==> src/hdl/ckg_ram.sv <==
// ckg_ram: generic simple dual port ram, one write and one registered read port
// no dependencies
`timescale 1ns / 1ps
module ckg_ram #(
  parameter int WIDTH = 8,
  parameter int DEPTH = 256
) (
  input  logic                     clk,
  input  logic                     we,
  input  logic [$clog2(DEPTH)-1:0] waddr,
  input  logic [WIDTH-1:0]         wdata,
  input  logic                     re,
  input  logic [$clog2(DEPTH)-1:0] raddr,
  output logic [WIDTH-1:0]         rdata
);

  logic [WIDTH-1:0] mem [DEPTH];

  always_ff @(posedge clk) begin
    if (we) begin
      mem[waddr] <= wdata;
    end
    if (re) begin
      rdata <= mem[raddr];
    end
  end

endmodule

==> config.mk <==
export PLATFORM = sky130hd
export DESIGN_NAME = ckg_ram
export DESIGN_NICKNAME = d
export VERILOG_FILES = /design/src/hdl/ckg_ram.sv
export SDC_FILE = /design/constraint.sdc
export NUM_CORES = 2
export LEC_CHECK = 0
export ABC_AREA = 1
export BUFFER_PORTS_ARGS = -buffer_cell sky130_fd_sc_hd__clkbuf_2
export CAP_MARGIN = 20
export CORE_ASPECT_RATIO = 1.5
export CORE_MARGIN = 4
export CORE_UTILIZATION = 33
export DETAILED_ROUTE_END_ITERATION = 16
export GPL_ROUTABILITY_DRIVEN = 0
export GPL_TIMING_DRIVEN = 0
export PLACE_DENSITY_LB_ADDON = 0.12
export SLEW_MARGIN = 20
export SYNTH_ARGS = -nofsm -noshare
export SYNTH_HDL_FRONTEND = slang
export SYNTH_SLANG_ARGS = --single-unit
export TNS_END_PERCENT = 30
==> constraint.sdc <==
create_clock -name clk -period 3.2 [get_ports clk]
set_input_delay 0.64 -clock clk [delete_from_list [all_inputs] [get_ports clk]]
set_output_delay 0.64 -clock clk [all_outputs]
set_load 0.005 [all_outputs]
==> flow_summary.toml <==
[status]
status = "finished, violations left"
violations = "setup timing"

[timing]
setup_ws_ns = -0.3347
worst_slew_pin_slew_ns = 1.288
slew_violations = 0
fmax_mhz = 282.9
max_slew_margin_pct = 14.11
tns_ns = -1.759
min_period_over_period_pct = 110.5
layout_min_cycle_time_ns = 3.535
rsz0062_at_grt = "true"
finalClockSkew_ns = 0.06483
setup_viol = 8
hold_viol_final = 0

[global_routing]
grt_usage_pct = 29.14
grt_pass1_wl_mm = 512.9
grt-ovfl-total = 0
grt_pass1_vias = 57495
antenna_found_initial = 30
grt_start_max_net_pins = 128

[floorplanning]
die_area_um2 = 261200
initial_core_util_pct = 33.24
pin_count = 35
rows = 225
die-width_um = 418.7
die_h_um = 624.0
core_area_um2 = 251100

[power]
internal-power_uw = 43840
combPwrFrac_pct = 8.0
power.density_nw_per_um2 = 610.5
switchingPower_uw = 14640
p_sw_share_pct = 25.03
p_leak_uw = 0.03307
p_seq_share_pct = 50.8
peakVddDrop_mv = 0.3921
p_clk_share_pct = 41.2

[clocking]
cts_max_level = 4
path_clk_slew_ns = 0.06
clockBufferDepth = 4
cts_tree = "yes"
cts_root_buf = "clkbuf_16"
clk_latency_ns = 0.91
numCtsBuffers = 205
cts_setup_buffers = 0
clkSinkCount = 2056

[synth]
synth.avg_cell_area_um2 = 11.92
ys_ff_latch = 2056
syn_nets = 7030
synth.distinct_cells = 13
yosys_warnings = 0
synth_top_family_by_area = "simple AND/OR/NAND/NOR gates"
synth-compound-area-share_pct = 0
muxShareOfSynthArea_pct = 0
synth-simple-area-share_pct = 22.92
synthXorXnorAreaFrac_pct = 0
seq_area_frac_synth_pct = 73.96
synth_fa_ha_area_share_pct = 0
synthesis.area_um2 = 83480
syn_inst = 7003

[worst_setup_path]
cp-end-kind = "flip-flop"
cpMaxStageDelayCell = "buf_1"
worstPathRequired_ns = 3.82
max_stage_delay_ns = 0.99
critPathLaunchType = "primary input"
path_buf_inv = 3
crit_type = "primary input to flip-flop"
cp_max_fo = 10
path_cells = "clkbuf_1, inv_1, buf_1, nand3_1, nand3_1, nand2_1, nand2_1, nand2_1"
crit_family = "buffers and inverters"
worstPathArrival_ns = 4.15
cpMostUsedCell = "nand2_1"

[detailed_routing]
antenna_left = 0
drtIter0Drc = 7910
drt-total-wl_mm = 390.7
vias = 60563
drc = 0
dr.pass1.iters = 9
routedWlPerCell_um = 36.31
drt-vias-per-instance = 5.628

[run]
max_cap_violations = 0

[place]
post-place-ws_ns = -1.191
place.detailed.hpwl_mm = 278.1
placed_area_um2 = 89280
port_buffers = 27

[worst_hold_path]
hp-class = "primary input to flip-flop"

[layout]
drive_gt1_share_pct = 12.11
area_delta_synth_final_pct = 14.75
fin_area_um2 = 95790
final_nets = 7325
-- metrics by stage --
step | cells | util [%] | hold slack, ns | power, uW
floorplan | 7003 | - | 0.7389 | 32120
global route | 10746 | 38.13 | 0.1141 | 59690
finish | 10761 | 38.14 | 0.1033 | 58470
CTS | 10741 | 38.09 | 0.06226 | 58450
global placement | 10321 | 34.94 | 1.003 | 34830
detailed placement | 10378 | 35.55 | 1.022 | 34810
-- worst reg2reg max path: stages, from the launching register on --
cell and delay, ns:
edfxtp_1 0.36, nand2_1 0.07, nand3_1 0.08, nand3_1 0.18, nand3_1 0.17, nand3_1 0.20
nand3_1 0.22, nand3_1 0.36, nand2_1 0.30, nand2_1 0.16, nand2_1 0.16
-- power by group through the flow --
stage	combinational (uW)	clock (uW)	sequential [uW]
after floorplan	1830	0	30300
after global placement	4350	0	30500
after detailed placement	4520	0	30300
after CTS	4530	24200	29700
after global routing	4740	25300	29700
final	4670	24100	29700
-- kinds of logic (layout without fill, tap and decap cells) --
logic type | count (synthesis) | count (layout)
simple gates | 4425 | 4425
flops | 2056 | 2056
other cells | 0 | 16
buf+inv | 522 | 973
-- layout by cell type, fill, tap and decap left out, types with 55 or more instances in the layout --
master     instances
clkinv_1          55
clkbuf_2          67
buf_2            275
clkbuf_1         108
nor2_1           128
nor2_2           154
nand3_1         2019
edfxtp_1        2056
nand2_1         2123
clkbuf_16        208
-- synthesized netlist by cell type (all sizes together) --
cell type / count / area [um2]
clkbuf: 112 / 420.4
edfxtp: 2056 / 61740
nor2: 283 / 1062
inv: 39 / 148.9
buf: 371 / 2032
nand3: 2019 / 10100
nand2: 2123 / 7969
-- state kept, by name, summed over array words and instances (netlist names) --
| signal | count |
|---|---|
| mem | 2048 |
| rdata | 8 |
-- metal layers --
metal | vias to the layer above | track usage [%] | wire length [um]
met4 | 14 | 21.82 | 35390
li1 | 25485 | - | -
met5 | - | 0.4098 | 257
met1 | 30234 | 31.65 | 131800
met2 | 3602 | 49.62 | 191200
met3 | 1228 | 6.491 | 32000
-- what timing repair did --
action	4_1_cts	5_1_grt
hold buffers	0	0
setup endpoints to repair	7	6
gates resized for setup	13	8
-- path summary, 6_finish.rpt --
path | from | end | slack [ns] | depth (start not counted)
hold reg to reg | mem[186][3] | rdata[3] | 1.23 | 10
setup / recovery | raddr[5] | rdata[1] | -0.33 | 8
hold / removal | re | rdata[7] | 0.10 | 1
setup reg to reg | mem[97][4] | rdata[4] | 0.64 | 10
-- area by class of cell --
cell class,count,area (um2)
Multi-Input combinational cell,4425,19530
Sequential cell,2056,61740
Tap cell,3291,4118
Buffer,483,2565
Antenna cell,16,40.04
Timing Repair Buffer,88,1306
Inverter,39,148.9
Clock inverter,112,973.4
Fill cell,24343,155300
Clock buffer,251,5366
Note: power is estimated with default switching activity, not from simulation.
