File: src/hdl/ckg_pkg.sv
// ckg_pkg: shared types and constants for the cell elevation kalman gate
// cell entry layout, controller states, result codes, register indexes
// no dependencies
`timescale 1ns / 1ps
package ckg_pkg;

  localparam int GRID_X_DEF = 256;
  localparam int GRID_Y_DEF = 256;

  // divider geometry: 65 bit dividend, 33 bit divisor, 32 bit quotient
  localparam int NUM_W = 65;
  localparam int DEN_W = 33;
  localparam int QUO_W = 32;

  localparam int CFG_IDX_W  = 3;
  localparam int CFG_DATA_W = 32;

  typedef enum logic [CFG_IDX_W-1:0] {
    CFG_RELIABLE_COUNT    = 3'd0,
    CFG_REJECT_LIMIT      = 3'd1,
    CFG_INITIAL_VARIANCE  = 3'd2,
    CFG_MEASUREMENT_NOISE = 3'd3,
    CFG_PROCESS_NOISE     = 3'd4
  } cfg_idx_t;

  localparam logic [15:0] RELIABLE_COUNT_RST    = 16'd15;
  localparam logic [3:0]  REJECT_LIMIT_RST      = 4'd3;
  localparam logic [31:0] INITIAL_VARIANCE_RST  = 32'd1677722;
  localparam logic [31:0] MEASUREMENT_NOISE_RST = 32'd167772;
  localparam logic [31:0] PROCESS_NOISE_RST     = 32'd1678;

  typedef enum logic [1:0] {
    OUT_SEEDED   = 2'd0,
    OUT_REJECTED = 2'd1,
    OUT_ANCHORED = 2'd2,
    OUT_ACCEPTED = 2'd3
  } outcome_t;

  typedef enum logic [3:0] {
    ST_CLEAR,
    ST_IDLE,
    ST_LOAD,
    ST_GATE,
    ST_CMP,
    ST_MUL_VD,
    ST_MUL_VR,
    ST_DSTART,
    ST_DIV,
    ST_JMP,
    ST_FIN
  } state_t;

  typedef struct packed {
    logic        known;
    logic [15:0] count;
    logic [3:0]  streak;
    logic [31:0] mean;
    logic [31:0] variance;
  } cell_entry_t;

  localparam int ENTRY_W = $bits(cell_entry_t);

endpackage

File: src/hdl/ckg_div.sv
// ckg_div: radix-2 restoring divider, one quotient bit per cycle
// depends on ckg_pkg for operand widths
`timescale 1ns / 1ps
module ckg_div (
  input  logic                      clk,
  input  logic                      rst_n,
  input  logic                      start,
  input  logic [ckg_pkg::NUM_W-1:0] num,
  input  logic [ckg_pkg::DEN_W-1:0] den,
  output logic                      done,
  output logic [ckg_pkg::QUO_W-1:0] quo
);
  import ckg_pkg::*;

  localparam int CNT_W = $clog2(QUO_W + 1);

  logic [CNT_W-1:0] cnt_r;
  logic             done_r;
  logic [DEN_W-1:0] rem_r;
  logic [QUO_W-1:0] quo_r;
  logic [DEN_W:0]   trial;
  logic             fits;
  logic [DEN_W-1:0] rem_nxt;
  logic [QUO_W-1:0] quo_nxt;

  // upper dividend bits sit below the divisor whenever the quotient fits
  always_comb begin
    trial   = {rem_r, quo_r[QUO_W-1]};
    fits    = trial >= {1'b0, den};
    rem_nxt = fits ? DEN_W'(trial - {1'b0, den}) : trial[DEN_W-1:0];
    quo_nxt = {quo_r[QUO_W-2:0], fits};
  end

  always_ff @(posedge clk) begin
    if (!rst_n) begin
      cnt_r  <= '0;
      done_r <= 1'b0;
    end else begin
      done_r <= 1'b0;
      if (start) begin
        cnt_r <= CNT_W'(QUO_W);
      end else if (cnt_r != '0) begin
        cnt_r <= cnt_r - 1'b1;
        if (cnt_r == CNT_W'(1)) begin
          done_r <= 1'b1;
        end
      end
    end
  end

  always_ff @(posedge clk) begin
    if (start) begin
      rem_r <= num[NUM_W-1:QUO_W];
      quo_r <= num[QUO_W-1:0];
    end else if (cnt_r != '0) begin
      rem_r <= rem_nxt;
      quo_r <= quo_nxt;
    end
  end

  assign done = done_r;
  assign quo  = quo_r;

endmodule

File: config.mk
export PLATFORM = sky130hd
export DESIGN_NAME = ckg_div
export DESIGN_NICKNAME = d
export VERILOG_FILES = /design/src/hdl/ckg_pkg.sv /design/src/hdl/ckg_div.sv
export SDC_FILE = /design/constraint.sdc
export NUM_CORES = 1
export LEC_CHECK = 0
export BUFFER_PORTS_ARGS = -buffer_cell sky130_fd_sc_hd__buf_2
export CAP_MARGIN = 10
export CELL_PAD_IN_SITES_DETAIL_PLACEMENT = 0
export CELL_PAD_IN_SITES_GLOBAL_PLACEMENT = 2
export CORE_UTILIZATION = 36
export DETAILED_ROUTE_END_ITERATION = 12
export GPL_ROUTABILITY_DRIVEN = 1
export PLACE_DENSITY_LB_ADDON = 0.05
export SLEW_MARGIN = 20
export SYNTH_ARGS = -nofsm -noshare
export SYNTH_HDL_FRONTEND = slang
export SYNTH_SLANG_ARGS = --single-unit
File: constraint.sdc
create_clock -name clk -period 6 [get_ports clk]
set_clock_uncertainty 0.15 [all_clocks]
set_input_delay 0.3 -clock clk [delete_from_list [all_inputs] [get_ports clk]]
set_output_delay 0.3 -clock clk [all_outputs]
set_load 0.05 [all_outputs]
==> results of run 1 <==
## worst paths after layout
check | startpoint | endpoint | cells after the start
max | quo[31]$_DFFE_PP_ | rem_r[11]$_DFFE_PP_ | 14
min | rst_n | cnt_r[5]$_SDFFE_PN0P_ | 2
max reg2reg | quo[31]$_DFFE_PP_ | rem_r[11]$_DFFE_PP_ | 14
min reg2reg | cnt_r[3]$_SDFFE_PP0P_ | cnt_r[3]$_SDFFE_PP0P_ | 2
## cells by family after synthesis
group,Yosys count
DFF,72
muxes,58
and+or+nand+nor,154
adders and majority gates,36
xor gates and xnor gates,29
AOI/OAI and AO/OA,140
buffers and inverters,65
## synth_stat cells (6+ instances only)
cell type / n / area share (%)
nand2_1: 50 / 3.5
nor2_1: 43 / 3.0
nor3_1: 13 / 1.2
mux2_2: 50 / 10
inv_1: 44 / 3.1
edfxtp_1: 65 / 36
clkbuf_1: 10 / 0.70
mux2i_1: 8 / 1.5
ha_1: 35 / 8.1
o21ai_0: 29 / 2.7
a21o_1: 8 / 1.1
xnor2_1: 17 / 2.8
o31ai_1: 6 / 0.84
nor2b_1: 10 / 1.2
xor2_1: 12 / 2.0
nand2b_1: 6 / 0.70
dfxtp_1: 7 / 2.6
a21oi_1: 56 / 5.2
nand3_1: 8 / 0.74
## metrics by stage
stage / power [W] / hold WS (ns) / cells
finish: 0.003573 / 0.02380 / 869
global route: 0.003870 / 0.03332 / 869
CTS: 0.003612 / 0.01182 / 869
detailed placement: 0.003035 / 0.3679 / 853
global placement: 0.003029 / 0.3564 / 853
floorplan: 0.002584 / 0.2675 / 554
## routing by layer
layer / vias to the layer above / global-route usage, % / wire, µm
li1: 2271 / - / -
met1: 2106 / 23.85 / 6326
met2: 112 / 30.87 / 6520
met3: 21 / 4.682 / 777
met4: 0 / 7.016 / 301
met5: - / 0 / 0
## layout make-up
type	count	area, µm²
clock buffer	10	229.0
sequential	72	2092
fill	1509	8045
inverter	44	165.2
multi-input combinational	417	3013
timing repair buffer	136	690.7
clock inverter	6	68.82
tap	184	230.2
## registers in the layout, indices dropped and copies added, names as in the netlist
name   cells
rem_r     33
quo       32
cnt_r      6
done       1
## critical path, delay by kind of cell (launching register included)
kind	cells	cell delay, ns
AO/OA/AOI/OAI	7	1.59
adder cells (fa/ha/maj)	2	0.54
buffers and inverters	3	0.51
flip-flops	1	0.40
multiplexers	1	0.27
AND/OR/NAND/NOR	1	0.14
## report_power, final
group	leakage [nW]	internal, W	switching, W
clock network	0.143	0.000324	0.000230
registers	0.725	0.000829	0.000116
logic	1.98	0.000790	0.00128
==> flow_summary_export.csv, run 1 <==
group,metric,value,unit
placement,estimated_wirelength_of_the_detail_placed_design,10350,µm
critical_path,sequence_of_cells_on_the_critical_path,"inv_1 -> ha_1 -> inv_1 -> fa_1 -> a21o_1 -> a22o_1 -> o31a_1 -> a21oi_4 -> o31ai_1 -> a41o_1 -> buf_4 -> nor2_1 -> a21oi_1 -> mux2_2",
cells_and_area,final_cell_area,0.006489,mm²
die,io_pins,134,
global_routing,gr-usage-all-layers,18.84,%
synth,synth_top_family_by_area,"compound AO/OA/AOI/OAI gates",
clock_network,cts_root_buffer,"clkbuf_16",
detailed_routing,per_cell_via_count_in_the_routed_design,5.190,
global_routing,grt_antenna_before_repair,0,
critical_path,timing.critical_path.required,5.95,ns
clock_network,clock_insertion_delay_worst_skew,0.35,ns
die,row_count,44,
placement,place.gp.congestion,0.8254,
clock_network,clock_tree.htree_level_count,3,
clock_network,cts_tree,"yes",
sta,grt_setup_unrepaired,"no",
detailed_routing,ant_nets,0,
sta,setup_viol_count_final,0,
sta,final_hold_violations,0,
sta,postLayoutSetupSlackWorst,2.134,ns
detailed_routing,postRouteWirelength,13930,µm
synth,synthesis.instances,554,
placement,dpl_cell_area,0.006191,mm²
clock_network,cts.hold.buffers_added,0,
cells_and_area,layout_commonest_cell,"buf_2",
run,maxCapViolCount,0,
synth,seq_area_frac_synth,38.88,%
global_routing,global_route_wire_length_before_repair,23200,µm
critical_path,crit_fanout,35,
cells_and_area,layout_common_cells,"buf_2 (132), edfxtp_1 (65), a21oi_1 (56)",
power,worst_ir_drop_vdd,0.2320,mV
power,p_per_area,550.7,mW/mm²
clock_network,cts_sinks,72,
die,initial_standard_cell_utilization_of_the_core,37.02,%
outcome,status,"completed",
sta,post_route_setup_tns,0,ns
sta,fmax,258.6,MHz
detailed_routing,post_drt_wl_per_cell,16.03,µm
cells_and_area,finalNetCount,817,
sta,post-route-period-util,64.44,%
critical_path,cpMostUsedCell,"inv_1",
global_routing,overflow,0,
detailed_routing,firstDrtPassIters,4,
synth,synthMuxAreaShare,11.95,%
synth,yosys_register_bits,72,
detailed_routing,detailedRoute.firstIterationViolations,254,
synth,mappedNetlistNets,691,
die,floorplan.die_area,0.01544,mm²
critical_path,start_kind,"register",
critical_path,regToRegSetupSlack,2.13,ns
cells_and_area,diodes_inserted,0,
clock_network,cts_resized,0,
synth,synth-main-ff-cell,"edfxtp_1",
critical_path,cp_slowest_stage_delay,0.47,ns
synth,synth.lib_cells_used.distinct,62,
global_routing,largest_net_degree_at_the_start_of_global_routing,63,
synth,synth_compound_gate_area_share,17.21,%
placement,place_ws,2.119,ns
cells_and_area,syn_to_final_growth,20.60,%
critical_path,setup.worst_path.class,"reg2reg",
clock_network,clk_pin_slew_worst_paths,0.06,ns
sta,slew_violations,0,
synth,syn_avg_cell_area,9.711,µm²
sta,min_period,3.866,ns
die,die_w,124.3,µm
cells_and_area,post_route_cells_drive_above_1_share,31.24,%
critical_path,worstPathArrival,3.82,ns
synth,synth_enable_flop_cells,65,
global_routing,grt_pass1_vias,4654,
clock_network,cts_buffer_depth,2,
synth,synth_fa_ha_area_share,8.512,%
cells_and_area,finalCoreUtilization,44.65,%
clock_network,postCtsSetupBuffers,0,
critical_path,critPathSlowestCell,"a41o_1",
die,fp.coreArea,0.01453,mm²
placement,io_buffers,133,
critical_path,worstSetupEndpointType,"register",
synth,yosys.area_share.simple,13.60,%
die,die-height,124.3,µm
detailed_routing,route.detailed.drc,0,
worst_hold_path,holdCritPathClass,"in2reg",
sta,worstMarginPinSlew,0.9329,ns
power,p_leak,2.845,nW
detailed_routing,detailroute.via_count,4510,
sta,max-slew-margin-rel,37.80,%
synth,synthesis.yosys.warnings,0,
synth,synthXorXnorAreaFrac,4.721,%
synth,async_set_or_reset_flop_fraction_in_the_synthesized_netlist,0,%
synth,post_synth_instance_area,0.005380,mm²
clock_network,cts_made_buffers,9,
(Power assumes the default switching activity.)
==> run 2, diff against run 1 <==
CORE_UTILIZATION = 30   (was 36)
clock period = 3.1 ns   (was 6 ns; I/O delays follow)
==> run 2 against run 1 <==
The run now ends with negative setup slack left. Cell area grew 26%. Critical path type unchanged. Die area grew 20%. Via count grew 11%. First-iteration DRC count shrank 44%. Sequential power grew 95%. Combinational power grew to 2.8 times the previous value. Sequential share of layout area shrank 6.6 points. Setup slack lost 2.3 ns. Largest cell class unchanged. Non-clock buffer count grew 147.
==> flow_summary_export.csv, run 2 (same netlist as run 1, synthesis figures left out) <==
group,metric,value,unit
outcome,status,"finished with violations",
outcome,failed_checks,"negative setup slack",
cells_and_area,num-fill-cells,1732,
global_routing,grt_antenna_before_repair,0,
global_routing,gr-usage-all-layers,18.25,%
cells_and_area,post_route_cells_drive_above_1_share,41.83,%
critical_path,start_kind,"register",
die,io_pins,134,
placement,dpl_cell_area,0.006795,mm²
cells_and_area,largest_register_ffs,33,
cells_and_area,finalNetCount,964,
detailed_routing,ant_nets,0,
power,worst_ir_drop_vdd,0.4263,mV
power,netSwitchingPower,0.003722,W
cells_and_area,max_flop_register,"rem_r",
global_routing,largest_net_degree_at_the_start_of_global_routing,49,
sta,min_period,3.259,ns
critical_path,setup.worst_path.class,"reg2reg",
sta,final_hold_violations,0,
detailed_routing,detailedRoute.firstIterationViolations,143,
clock_network,clk_pin_slew_worst_paths,0.07,ns
clock_network,clock_tree.htree_level_count,3,
sta,max-slew-margin-rel,63.29,%
power,seqPwrFrac,21.2,%
sta,postLayoutSetupSlackWorst,-0.1585,ns
detailed_routing,detailroute.via_count,4995,
die,row_count,48,
sta,post-route-period-util,105.1,%
die,die_w,135.9,µm
sta,post_route_setup_tns,-3.124,ns
clock_network,cts_buffer_depth,2,
die,die-height,135.9,µm
sta,setup_viol_count_final,33,
power,power_switching_share,42.78,%
power,p_leak,3.624,nW
sta,worstMarginPinSlew,0.5506,ns
critical_path,crit_fanout,14,
clock_network,cts_made_buffers,9,
sta,fmax,306.9,MHz
global_routing,global_route_wire_length_before_repair,25960,µm
die,floorplan.die_area,0.01847,mm²
sta,slew_violations,0,
die,fp.coreArea,0.01742,mm²
critical_path,cp_slowest_stage_delay,0.38,ns
clock_network,cts_root_buffer,"clkbuf_16",
cells_and_area,final_cell_area,0.008167,mm²
critical_path,critPathSlowestCell,"edfxtp_1",
critical_path,sequence_of_cells_on_the_critical_path,"inv_1 -> ha_2 -> inv_2 -> fa_2 -> a21o_1 -> a22o_1 -> o31a_1 -> a21oi_4 -> o31ai_4 -> a41o_4 -> buf_12 -> nor2_2 -> a21oi_1 -> mux2_2",
cells_and_area,layout_commonest_cell,"buf_2",
detailed_routing,per_cell_via_count_in_the_routed_design,4.726,
cells_and_area,syn_to_final_growth,51.79,%
cells_and_area,layout_common_cells,"buf_2 (132), buf_4 (79), edfxtp_1 (65)",
detailed_routing,route.detailed.drc,0,
detailed_routing,post_drt_wl_per_cell,15.15,µm
critical_path,timing.critical_path.required,3.04,ns
placement,place.gp.congestion,0.8028,
placement,estimated_wirelength_of_the_detail_placed_design,11660,µm
critical_path,worstPathArrival,3.20,ns
detailed_routing,firstDrtPassIters,4,
cells_and_area,diodes_inserted,0,
power,intPower,0.004978,W
clock_network,cts_sinks,72,
cells_and_area,finalCoreUtilization,46.89,%
die,initial_standard_cell_utilization_of_the_core,30.89,%
detailed_routing,postRouteWirelength,16020,µm
sta,grt_setup_unrepaired,"yes",
global_routing,grt_pass1_vias,5124,
clock_network,cts_tree,"yes",
clock_network,clock_insertion_delay_worst_skew,0.35,ns
run,maxCapViolCount,0,
placement,place_ws,-0.2209,ns
cells_and_area,fin_cells,1057,
power,p_comb_share,65.5,%
placement,place_inst,965,
placement,io_buffers,133,
critical_path,worstSetupEndpointType,"register",
worst_hold_path,holdCritPathClass,"in2reg",
power,p_per_area,1065,mW/mm²
global_routing,overflow,0,
power,clkPwrFrac,13.3,%
[run 2: worst paths after layout]
check	from	endpoint	slack [ns]	cells after the start
worst min register to register	cnt_r[3]$_SDFFE_PP0P_	cnt_r[3]$_SDFFE_PP0P_	0.38	2
worst min-delay path	num[44]	rem_r[12]$_DFFE_PP_	0.02	3
worst max-delay path	quo[31]$_DFFE_PP_	rem_r[16]$_DFFE_PP_	-0.16	14
worst max register to register	quo[31]$_DFFE_PP_	rem_r[16]$_DFFE_PP_	-0.16	14
[run 2: worst max-delay path: cells and delay by family, from the launching register on]
family                     cells  cell delay, ns
and+or+nand+nor                1            0.08
adders and majority gates      2            0.50
muxes                          1            0.27
DFF                            1            0.38
buffers and inverters          3            0.27
AOI/OAI and AO/OA              7            1.34
[run 2: repair_timing]
item | 4_1_cts | 5_1_grt
endpoints found under the hold margin | 61 | 0
resized for setup | 55 | 31
endpoints found under the setup margin | 31 | 34
hold buffers | 59 | 0
cloned | 3 | 0
setup buffers | 13 | 3
pin swaps | 15 | 15
[run 2: layout make-up]
| type | instances | area (µm²) | area share, % |
|---|---|---|---|
| Clock buffer | 10 | 229.0 | 2.804 |
| Clock inverter | 6 | 91.34 | 1.118 |
| Inverter | 44 | 165.2 | 2.022 |
| Multi-Input combinational cell | 417 | 3267 | 40.00 |
| Sequential cell | 72 | 2092 | 25.62 |
| Tap cell | 225 | 281.5 | 3.447 |
| Timing Repair Buffer | 283 | 2041 | 24.99 |
[run 2: power groups by stage]
stage | registers (W) | clock network (W) | logic (W)
6_report | 0.00184 | 0.00116 | 0.00570
5_1_grt | 0.00190 | 0.00123 | 0.00625
4_1_cts | 0.00184 | 0.00120 | 0.00547
3_5_place_dp | 0.00183 | 0 | 0.00480
3_3_place_gp | 0.00183 | 0 | 0.00481
2_1_floorplan | 0.00224 | 0 | 0.00277
[run 2: through the flow]
step           hold slack (ns)  total power, W
4_1_cts               0.004344        0.008515
6_report               0.01753        0.008699
3_3_place_gp            0.2300        0.006640
2_1_floorplan           0.1225        0.005009
5_1_grt                0.02363        0.009377
3_5_place_dp            0.2499        0.006635
[run 2: per-layer routing]
metal  up-vias  global-route usage (%)  wire length, µm
met5         -                       0                0
met4         0                   6.358              260
met3        18                   4.213              745
met2       105                   30.36             7641
met1      2302                   23.05             7369
li1       2570                       -                -
